===== config.mk =====
export PLATFORM = sky130hd
export DESIGN_NAME = resource_lock_table_core_flat
export DESIGN_NICKNAME = d
export VERILOG_FILES = /design/src/rtl/rlt_pkg.sv /design/src/rtl/rlt_req_if.sv /design/src/rtl/rlt_rsp_if.sv /design/src/rtl/rlt_table_mem.sv /design/src/rtl/resource_lock_table_core.sv /design/src/flat_wrapper.sv
export SDC_FILE = /design/constraint.sdc
export NUM_CORES = 1
export LEC_CHECK = 0
export ABC_AREA = 1
export BUFFER_PORTS_ARGS = -buffer_cell sky130_fd_sc_hd__buf_2
export CORE_ASPECT_RATIO = 1.1
export CORE_UTILIZATION = 45
export CTS_CLUSTER_DIAMETER = 40
export DETAILED_ROUTE_END_ITERATION = 10
export GPL_TIMING_DRIVEN = 0
export PLACE_DENSITY = 0.72
export REMOVE_ABC_BUFFERS = 1
export SYNTH_ARGS = -nofsm -noshare
export SYNTH_HDL_FRONTEND = slang
export SYNTH_SLANG_ARGS = --single-unit

===== constraint.sdc =====
create_clock -name clk -period 10.4 [get_ports clk]
set_input_delay 1.56 -clock clk [delete_from_list [all_inputs] [get_ports clk]]
set_output_delay 1.56 -clock clk [all_outputs]
set_load 0.005 [all_outputs]

===== src/rtl/rlt_pkg.sv =====
`default_nettype none
package rlt_pkg;

	localparam int NUM_RESOURCES = 8;
	localparam int IDX_W = (NUM_RESOURCES > 1) ? $clog2(NUM_RESOURCES) : 1;

	localparam int OP_W    = 3;
	localparam int ID_W    = 8;
	localparam int RIDX_W  = 8;
	localparam int WORD_W  = 64;
	localparam int STAT_W  = 3;
	localparam int COUNT_W = 8;

	// opcodes
	localparam logic [OP_W-1:0] OP_CONNECT    = 3'd0;
	localparam logic [OP_W-1:0] OP_DISCONNECT = 3'd1;
	localparam logic [OP_W-1:0] OP_TAKE       = 3'd2;
	localparam logic [OP_W-1:0] OP_RETURN     = 3'd3;

	// reply status codes
	localparam logic [STAT_W-1:0] ST_GRANTED     = 3'd0;
	localparam logic [STAT_W-1:0] ST_BUSY        = 3'd1;
	localparam logic [STAT_W-1:0] ST_SET         = 3'd2;
	localparam logic [STAT_W-1:0] ST_NO_RESOURCE = 3'd3;
	localparam logic [STAT_W-1:0] ST_NO_ACTION   = 3'd4;

	typedef struct packed {
		logic              en;
		logic [IDX_W-1:0]  addr;
	} tbl_rd_req_t;

	typedef struct packed {
		logic              en;
		logic [IDX_W-1:0]  addr;
		logic [ID_W-1:0]   owner;
		logic [WORD_W-1:0] value;
	} tbl_wr_req_t;

	typedef struct packed {
		logic [ID_W-1:0]   owner;
		logic [WORD_W-1:0] value;
	} tbl_rd_data_t;

endpackage
`default_nettype wire


===== src/rtl/rlt_req_if.sv =====
`default_nettype none
interface rlt_req_if;
	logic                              valid;
	logic                              ready;
	logic [rlt_pkg::OP_W-1:0]          opcode;
	logic [rlt_pkg::ID_W-1:0]          requester_id;
	logic [rlt_pkg::RIDX_W-1:0]        resource_index;
	logic signed [rlt_pkg::WORD_W-1:0] return_value;

	modport source (
		output valid, opcode, requester_id, resource_index, return_value,
		input  ready
	);
	modport sink (
		input  valid, opcode, requester_id, resource_index, return_value,
		output ready
	);
endinterface
`default_nettype wire


===== src/rtl/rlt_rsp_if.sv =====
`default_nettype none
interface rlt_rsp_if;
	logic                              valid;
	logic                              ready;
	logic                              reply_valid;
	logic [rlt_pkg::STAT_W-1:0]        reply_status;
	logic signed [rlt_pkg::WORD_W-1:0] read_value;
	logic                              session_open;

	modport source (
		output valid, reply_valid, reply_status, read_value, session_open,
		input  ready
	);
	modport sink (
		input  valid, reply_valid, reply_status, read_value, session_open,
		output ready
	);
endinterface
`default_nettype wire


===== src/rtl/rlt_table_mem.sv =====
`default_nettype none
module rlt_table_mem (
	input  wire logic                  clk,
	input  wire logic                  arst_n,
	input  wire rlt_pkg::tbl_rd_req_t  rd_req,
	input  wire rlt_pkg::tbl_wr_req_t  wr_req,
	output rlt_pkg::tbl_rd_data_t      rd_data
);

	logic [rlt_pkg::ID_W-1:0]   owner_mem [rlt_pkg::NUM_RESOURCES];
	logic [rlt_pkg::WORD_W-1:0] value_mem [rlt_pkg::NUM_RESOURCES];
	logic [rlt_pkg::NUM_RESOURCES-1:0] written_q;

	logic [rlt_pkg::ID_W-1:0]   owner_rd_q;
	logic [rlt_pkg::WORD_W-1:0] value_rd_q;
	logic                       hit_q;

	// storage, no reset
	always_ff @(posedge clk) begin
		if (wr_req.en) begin
			owner_mem[wr_req.addr] <= wr_req.owner;
			value_mem[wr_req.addr] <= wr_req.value;
		end
		if (rd_req.en) begin
			owner_rd_q <= owner_mem[rd_req.addr];
			value_rd_q <= value_mem[rd_req.addr];
		end
	end

	// per-entry written flags; unwritten entries read as zero (free, zero word)
	always_ff @(posedge clk or negedge arst_n) begin
		if (!arst_n) begin
			written_q <= '0;
			hit_q     <= 1'b0;
		end else begin
			if (wr_req.en) begin
				written_q[wr_req.addr] <= 1'b1;
			end
			if (rd_req.en) begin
				hit_q <= written_q[rd_req.addr];
			end
		end
	end

	assign rd_data.owner = hit_q ? owner_rd_q : '0;
	assign rd_data.value = hit_q ? value_rd_q : '0;

endmodule
`default_nettype wire


===== src/rtl/resource_lock_table_core.sv =====
`default_nettype none
// Resource lock table: a small table of shared resources, each with a 64-bit data
// word and an owner id (0 = free).
// Channels: req (sink) carries one request per transfer: opcode, requester_id,
// resource_index, return_value. rsp (source) carries exactly one result per
// request: reply_valid, reply_status, read_value, session_open. Connect and
// disconnect results carry reply_valid = 0 and are still transferred.
// The request is captured and the table read at its transfer; the lookup state then
// loads the result into the output register, from which it is transferred out.
// Only one request is in flight at a time: none is taken until the lookup state is
// done. The table memory is read at the transfer edge and written back at the next
// edge, so read and write of one entry never overlap.
// The result sits in an output register; the next request is taken in the same
// cycle that the pending result is transferred out.
// Reset (arst_n low, asynchronous): all entries free with a zero word (per-entry
// written flags), client count zero, session_open output low. No sweep is needed.
// Receiver stall: while rsp.ready is low the result holds and req.ready stays
// low once the block has a result waiting and no request in flight.
module resource_lock_table_core (
	input  wire logic   clk,
	input  wire logic   arst_n,
	rlt_req_if.sink     req,
	rlt_rsp_if.source   rsp
);

	typedef enum logic {
		S_IDLE,
		S_LOOKUP
	} state_t;

	state_t state_q;

	// request captured at transfer
	logic [rlt_pkg::OP_W-1:0]   op_q;
	logic [rlt_pkg::ID_W-1:0]   who_q;
	logic [rlt_pkg::WORD_W-1:0] word_q;
	logic [rlt_pkg::IDX_W-1:0]  idx_q;
	logic                       in_range_q;

	// session tracking
	logic [rlt_pkg::COUNT_W-1:0] count_q;
	logic                        ever_q;

	// output register
	logic                        rsp_valid_q;
	logic                        reply_valid_q;
	logic [rlt_pkg::STAT_W-1:0]  reply_status_q;
	logic [rlt_pkg::WORD_W-1:0]  read_value_q;
	logic                        session_open_q;

	logic accept;
	logic in_range;

	rlt_pkg::tbl_rd_req_t  rd_req;
	rlt_pkg::tbl_wr_req_t  wr_req;
	rlt_pkg::tbl_rd_data_t rd_data;

	// next-state values computed in the lookup cycle
	logic                        valid_nxt;
	logic [rlt_pkg::STAT_W-1:0]  status_nxt;
	logic [rlt_pkg::WORD_W-1:0]  read_nxt;
	logic [rlt_pkg::COUNT_W-1:0] count_nxt;
	logic                        ever_nxt;
	logic                        session_nxt;
	logic                        wr_en_nxt;
	logic [rlt_pkg::ID_W-1:0]    wr_owner_nxt;
	logic [rlt_pkg::WORD_W-1:0]  wr_value_nxt;

	// take a request only when idle and the output slot is free by the next edge
	assign req.ready = (state_q == S_IDLE) && (!rsp_valid_q || rsp.ready);
	assign accept    = req.valid && req.ready;

	assign in_range = {1'b0, req.resource_index} < (rlt_pkg::RIDX_W + 1)'(rlt_pkg::NUM_RESOURCES);

	assign rd_req.en   = accept;
	assign rd_req.addr = req.resource_index[rlt_pkg::IDX_W-1:0];

	rlt_table_mem u_table (
		.clk     (clk),
		.arst_n  (arst_n),
		.rd_req  (rd_req),
		.wr_req  (wr_req),
		.rd_data (rd_data)
	);

	// read-modify-write decision on the entry read in the previous cycle
	always_comb begin
		valid_nxt    = 1'b1;
		status_nxt   = rlt_pkg::ST_GRANTED;
		read_nxt     = '0;
		count_nxt    = count_q;
		ever_nxt     = ever_q;
		wr_en_nxt    = 1'b0;
		wr_owner_nxt = rd_data.owner;
		wr_value_nxt = rd_data.value;
		case (op_q)
			rlt_pkg::OP_CONNECT: begin
				ever_nxt  = 1'b1;
				valid_nxt = 1'b0;
				if (count_q != {rlt_pkg::COUNT_W{1'b1}}) begin
					count_nxt = count_q + 1'b1;
				end
			end
			rlt_pkg::OP_DISCONNECT: begin
				valid_nxt = 1'b0;
				if (count_q != '0) begin
					count_nxt = count_q - 1'b1;
				end
			end
			rlt_pkg::OP_TAKE: begin
				if (!in_range_q) begin
					status_nxt = rlt_pkg::ST_NO_RESOURCE;
				end else if (rd_data.owner != '0) begin
					status_nxt = rlt_pkg::ST_BUSY;
				end else begin
					// word is written back unchanged, only the owner moves
					status_nxt   = rlt_pkg::ST_GRANTED;
					read_nxt     = rd_data.value;
					wr_en_nxt    = 1'b1;
					wr_owner_nxt = who_q;
				end
			end
			rlt_pkg::OP_RETURN: begin
				if (!in_range_q) begin
					status_nxt = rlt_pkg::ST_NO_RESOURCE;
				end else if (rd_data.owner != who_q) begin
					status_nxt = rlt_pkg::ST_BUSY;
				end else begin
					status_nxt   = rlt_pkg::ST_SET;
					wr_en_nxt    = 1'b1;
					wr_owner_nxt = '0;
					wr_value_nxt = word_q;
				end
			end
			default: begin
				status_nxt = rlt_pkg::ST_NO_ACTION;
			end
		endcase
		session_nxt = !ever_nxt || (count_nxt != '0);
	end

	assign wr_req.en    = (state_q == S_LOOKUP) && wr_en_nxt;
	assign wr_req.addr  = idx_q;
	assign wr_req.owner = wr_owner_nxt;
	assign wr_req.value = wr_value_nxt;

	always_ff @(posedge clk or negedge arst_n) begin
		if (!arst_n) begin
			state_q        <= S_IDLE;
			op_q           <= '0;
			who_q          <= '0;
			word_q         <= '0;
			idx_q          <= '0;
			in_range_q     <= 1'b0;
			count_q        <= '0;
			ever_q         <= 1'b0;
			rsp_valid_q    <= 1'b0;
			reply_valid_q  <= 1'b0;
			reply_status_q <= '0;
			read_value_q   <= '0;
			session_open_q <= 1'b0;
		end else begin
			case (state_q)
				S_IDLE: begin
					if (rsp_valid_q && rsp.ready) begin
						rsp_valid_q <= 1'b0;
					end
					if (accept) begin
						op_q       <= req.opcode;
						who_q      <= req.requester_id;
						word_q     <= req.return_value;
						idx_q      <= req.resource_index[rlt_pkg::IDX_W-1:0];
						in_range_q <= in_range;
						state_q    <= S_LOOKUP;
					end
				end
				S_LOOKUP: begin
					// output slot is known free here
					rsp_valid_q    <= 1'b1;
					reply_valid_q  <= valid_nxt;
					reply_status_q <= status_nxt;
					read_value_q   <= read_nxt;
					session_open_q <= session_nxt;
					count_q        <= count_nxt;
					ever_q         <= ever_nxt;
					state_q        <= S_IDLE;
				end
				default: begin
					state_q <= S_IDLE;
				end
			endcase
		end
	end

	assign rsp.valid        = rsp_valid_q;
	assign rsp.reply_valid  = reply_valid_q;
	assign rsp.reply_status = reply_status_q;
	assign rsp.read_value   = read_value_q;
	assign rsp.session_open = session_open_q;

endmodule
`default_nettype wire

===== src/flat_wrapper.sv =====
// flat-port wrapper written by rule: the top's interface ports become plain ports
module resource_lock_table_core_flat 
  (clk, arst_n, req_valid, req_opcode, req_requester_id, req_resource_index, req_return_value, req_ready, rsp_valid, rsp_reply_valid, rsp_reply_status, rsp_read_value, rsp_session_open, rsp_ready);
  rlt_req_if req_i ();
  rlt_rsp_if rsp_i ();
  input  wire logic clk;
  input  wire logic arst_n;
  input wire logic [$bits(req_i.valid)-1:0] req_valid;
  input wire logic [$bits(req_i.opcode)-1:0] req_opcode;
  input wire logic [$bits(req_i.requester_id)-1:0] req_requester_id;
  input wire logic [$bits(req_i.resource_index)-1:0] req_resource_index;
  input wire logic [$bits(req_i.return_value)-1:0] req_return_value;
  output wire logic [$bits(req_i.ready)-1:0] req_ready;
  output wire logic [$bits(rsp_i.valid)-1:0] rsp_valid;
  output wire logic [$bits(rsp_i.reply_valid)-1:0] rsp_reply_valid;
  output wire logic [$bits(rsp_i.reply_status)-1:0] rsp_reply_status;
  output wire logic [$bits(rsp_i.read_value)-1:0] rsp_read_value;
  output wire logic [$bits(rsp_i.session_open)-1:0] rsp_session_open;
  input wire logic [$bits(rsp_i.ready)-1:0] rsp_ready;
  assign req_i.valid = req_valid;
  assign req_i.opcode = req_opcode;
  assign req_i.requester_id = req_requester_id;
  assign req_i.resource_index = req_resource_index;
  assign req_i.return_value = req_return_value;
  assign req_ready = req_i.ready;
  assign rsp_valid = rsp_i.valid;
  assign rsp_reply_valid = rsp_i.reply_valid;
  assign rsp_reply_status = rsp_i.reply_status;
  assign rsp_read_value = rsp_i.read_value;
  assign rsp_session_open = rsp_i.session_open;
  assign rsp_i.ready = rsp_ready;
  resource_lock_table_core u_core (.clk(clk), .arst_n(arst_n), .req(req_i), .rsp(rsp_i));
endmodule

==> out/qor_table.md <==
| Quantity | Reported |
|:---|:---|
| Run status | finished, violations left |
| Violated checks | design-rule violations |
| Wire length of the first global-routing pass | 119 mm |
| Wire per inst | 19.3 um |
| Number of detailed-route iterations in the first pass | 10 |
| Share of final-layout standard cells stronger than drive strength 1 | 12.2% |
| Primary flip-flop cell chosen by synthesis mapping | sky130_fd_sc_hd__edfxtp_1 |
| Library cells used by synthesis | 30 |
| Number of buffers added for setup after CTS | 0 |
| Initial Utilization | 45.5% |
| Post-Synthesis Cells | 2851 |
| Number of endpoints failing setup at the final stage | 0 |
| Worst-path clk slew | 0.06 ns |
| Row cnt | 103 |
| Top-Level Pins | 158 |
| Shortest period the worst path allows | 4.25 ns |
| Critical path startpoint | u_core.state_q |
| Worst max-slew margin expressed relative to the limit | 34.7% |
| Share of power burned in combinational logic | 9.4% |
| Fraction of synthesis flops using an asynchronous set or reset pin | 20.6% |
| Sequential-to-total area share from yosys stat | 72.6% |
| Count of buffers inserted at the top-level ports | 157 |
| Launch instance of the worst min-delay path | u_core.u_table.written_q[5] |
| Netlist Area Pre-Place | 32600 um2 |
| Total number of vias | 21600 |
| Power per cell area | 207 nW/um2 |
| Sw Pwr | 1960 uW |
| Summed negative setup slack over all endpoints | 0 ns |
| DR DRC count | 2 |
| CP Data Arrival Time | 2.69 ns |
| Setup clock skew after layout | 0.0219 ns |
| Inserted Clock Buffers | 93 |
| Max VDD drop | 0.127 mV |
| Final worst setup slack | 6.15 ns |
| Final Max Tran Viols | 0 |
| Initial drt markers | 2059 |
| Via count of the first global-routing pass | 21100 |
| CTS tree | done |
| Number of gates resized after CTS | 0 |
| Fill cells | 5990 |
| Sequential group share of total power | 48.8% |
| Achievable clock frequency | 235 MHz |
| Maximum fanout along the worst path | 61 |
| Clock Power Share | 41.9% |
| Fraction of the cycle the final worst path needs | 40.8% |
| Floorplan die area | 73500 um2 |
| Number of nets with antenna violations after detailed routing | 0 |
| Buffer cell driving the clock tree root | sky130_fd_sc_hd__clkbuf_16 |
| Kind of critical path | reg2out |
| Setup repair after global routing missed its margin | no |
| Static leakage | 0.0142 uW |
| Worst endpoint required time | 8.84 ns |
| Post-Place Worst Slack | 5.86 ns |
| Number of buffers on the longest clock path | 3 |
| Mean Syn Cell Area | 11.4 um2 |
| Number of hold-slack violations in the final timing report | 0 |
| Switching fraction of total power | 24.9% |
| Source of the worst register-to-register timing path | u_core.state_q |
| Insertion delay of the later-clocked pin in the worst-skew pair | 0.63 ns |
| Vias per Instance | 5.42 |
| Worst-Margin Slew | 0.980 ns |
| Reg area | 23700 um2 |
| Kind of path behind the tightest hold check | reg2reg |
| Area of the placeable core | 71700 um2 |
| All-Layer GR Usage | 20.9% |
| Total power of the final layout | 7880 uW |
| Total Wirelength | 76.9 mm |
| Clock sinks | 816 |
| Number of violations of the max-capacitance limit | 0 |
| Number of storage elements in the synthesis netlist | 816 |
| Area of the multi-input gates | 8050 um2 |
| DPL Wire Length | 41.2 mm |
| Crit end category | primary output |
| Final #Nets | 3044 |
| Die width | 259 um |
| Deepest level of the CTS H-tree | 3 |
| CP Launch Type | register |
| Die outline height | 284 um |
| Total inserted antenna cells | 0 |
| Power Internal | 5910 uW |
| Final hold slack | 0.461 ns |
| Largest net degree at the start of global routing | 162 |
| Initial antenna violation count | 0 |
| Remaining global-route overflow | 0 |
| Relative area change from synthesis to final layout | 16.6% |
| Total of warnings raised by yosys | 0 |
| Hold Buf Count CTS | 0 |
| Number of enable-type register cells in the synthesized netlist | 648 |
| Routability-driven placement congestion ratio | 0.809 |
## power groups by stage
stage / clock network, uW / registers [uW] / logic, uW
floorplan: 0 / 3890 / 456
global placement: 0 / 3950 / 682
detailed placement: 0 / 3900 / 737
CTS: 3350 / 3840 / 740
global route: 3480 / 3860 / 833
finish: 3300 / 3840 / 737
## final timing paths
check | to | slack (ns) | cells past startpoint
max | req_ready | 6.15 | 6
min | u_core.u_table.written_q[5] | 0.46 | 2
max reg2reg | u_core.u_table.value_mem[3][62] | 6.21 | 8
min reg2reg | u_core.u_table.written_q[5] | 0.46 | 2
max in group asynchronous | u_core.rsp.read_value[51] | 8.46 | 2
min in group asynchronous | u_core.rsp.valid | 1.01 | 1
## stage by stage
| step | std cells | util (%) | area [um2] |
|---|---|---|---|
| finish | 3979 | 53.0 | 38000 |
| global route | 3979 | 53.0 | 38000 |
| CTS | 3979 | 53.0 | 38000 |
| detailed placement | 3804 | 48.6 | 34800 |
| global placement | 3767 | 47.2 | 33800 |
| floorplan | 2665 | - | 31800 |
## logic make-up after synthesis
| logic type | Yosys count | synth area share, % |
|---|---|---|
| simple gates | 1178 | 14.1 |
| flops | 816 | 72.6 |
| compound gates | 606 | 9.92 |
| buf+inv | 236 | 2.87 |
| xor+xnor | 12 | 0.323 |
| fa+ha+maj | 3 | 0.115 |
## registers in the layout (all words and copies together), names as in the netlist
signal and count:
u_core.u_table.written_q 8, u_core.who_q 8, u_core.count_q 8, u_core.u_table.hit_q 1
u_core.rsp.reply_valid 1, u_core.u_table.owner_mem 64, u_core.rsp.session_open 1, u_core.op_q 3
u_core.in_range_q 1, u_core.rsp.read_value 64, u_core.rsp.valid 1, u_core.word_q 64
u_core.ever_q 1, u_core.u_table.owner_rd_q 8, u_core.u_table.value_rd_q 64, u_core.state_q 1
u_core.idx_q 3, u_core.rsp.reply_status 3, u_core.u_table.value_mem 512
## cell usage in the layout (no fill, tap or decap), drive strengths merged, types with 7 or more instances in the layout
| cell type | n |
|---|---|
| a21oi | 75 |
| a31oi | 72 |
| buf | 194 |
| bufinv | 8 |
| clkbuf | 115 |
| clkinv | 24 |
| clkinvlp | 10 |
| dfrtp | 168 |
| edfxtp | 648 |
| inv | 68 |
| nand2 | 450 |
| nand3 | 101 |
| nor2 | 614 |
| o21ai | 379 |
| o22ai | 74 |
| xor2 | 7 |
## area by class of cell
type	count	area share, %
Clock buffer	115	6.64
Multi-Input combinational cell	1799	21.2
Clock inverter	60	1.68
Sequential cell	816	62.3
Timing Repair Buffer	194	4.48
Tap cell	945	3.11
Inverter	50	0.580
## metal layers
metal / global-route usage (%) / vias up / wire (um)
li1: - / 10200 / -
met2: 35.1 / 735 / 37200
met3: 3.26 / 134 / 4990
met1: 27.3 / 10500 / 32800
met5: 0 / - / 0
met4: 7.84 / 0 / 1940
## critical path, stage by stage, from the launching register on
cell and delay (ns):
sky130_fd_sc_hd__dfrtp_4 0.59, sky130_fd_sc_hd__buf_16 0.28, sky130_fd_sc_hd__inv_4 0.40, sky130_fd_sc_hd__buf_12 0.28, sky130_fd_sc_hd__nand2_1 0.11, sky130_fd_sc_hd__inv_1 0.12, sky130_fd_sc_hd__buf_2 0.16
## Yosys cell counts (all sizes together) (27+ instances only)
library cell	instances	share of area (%)
nand2	450	5.2
buf	27	0.46
nand3	101	1.6
a31oi	72	1.4
clkbuf	159	1.8
o22ai	74	1.4
edfxtp	648	60
dfrtp	168	13
inv	49	0.56
a21oi	75	1.2
o21ai	379	5.8
nor2	614	7.1
Note: power is estimated with default switching activity, not from simulation.
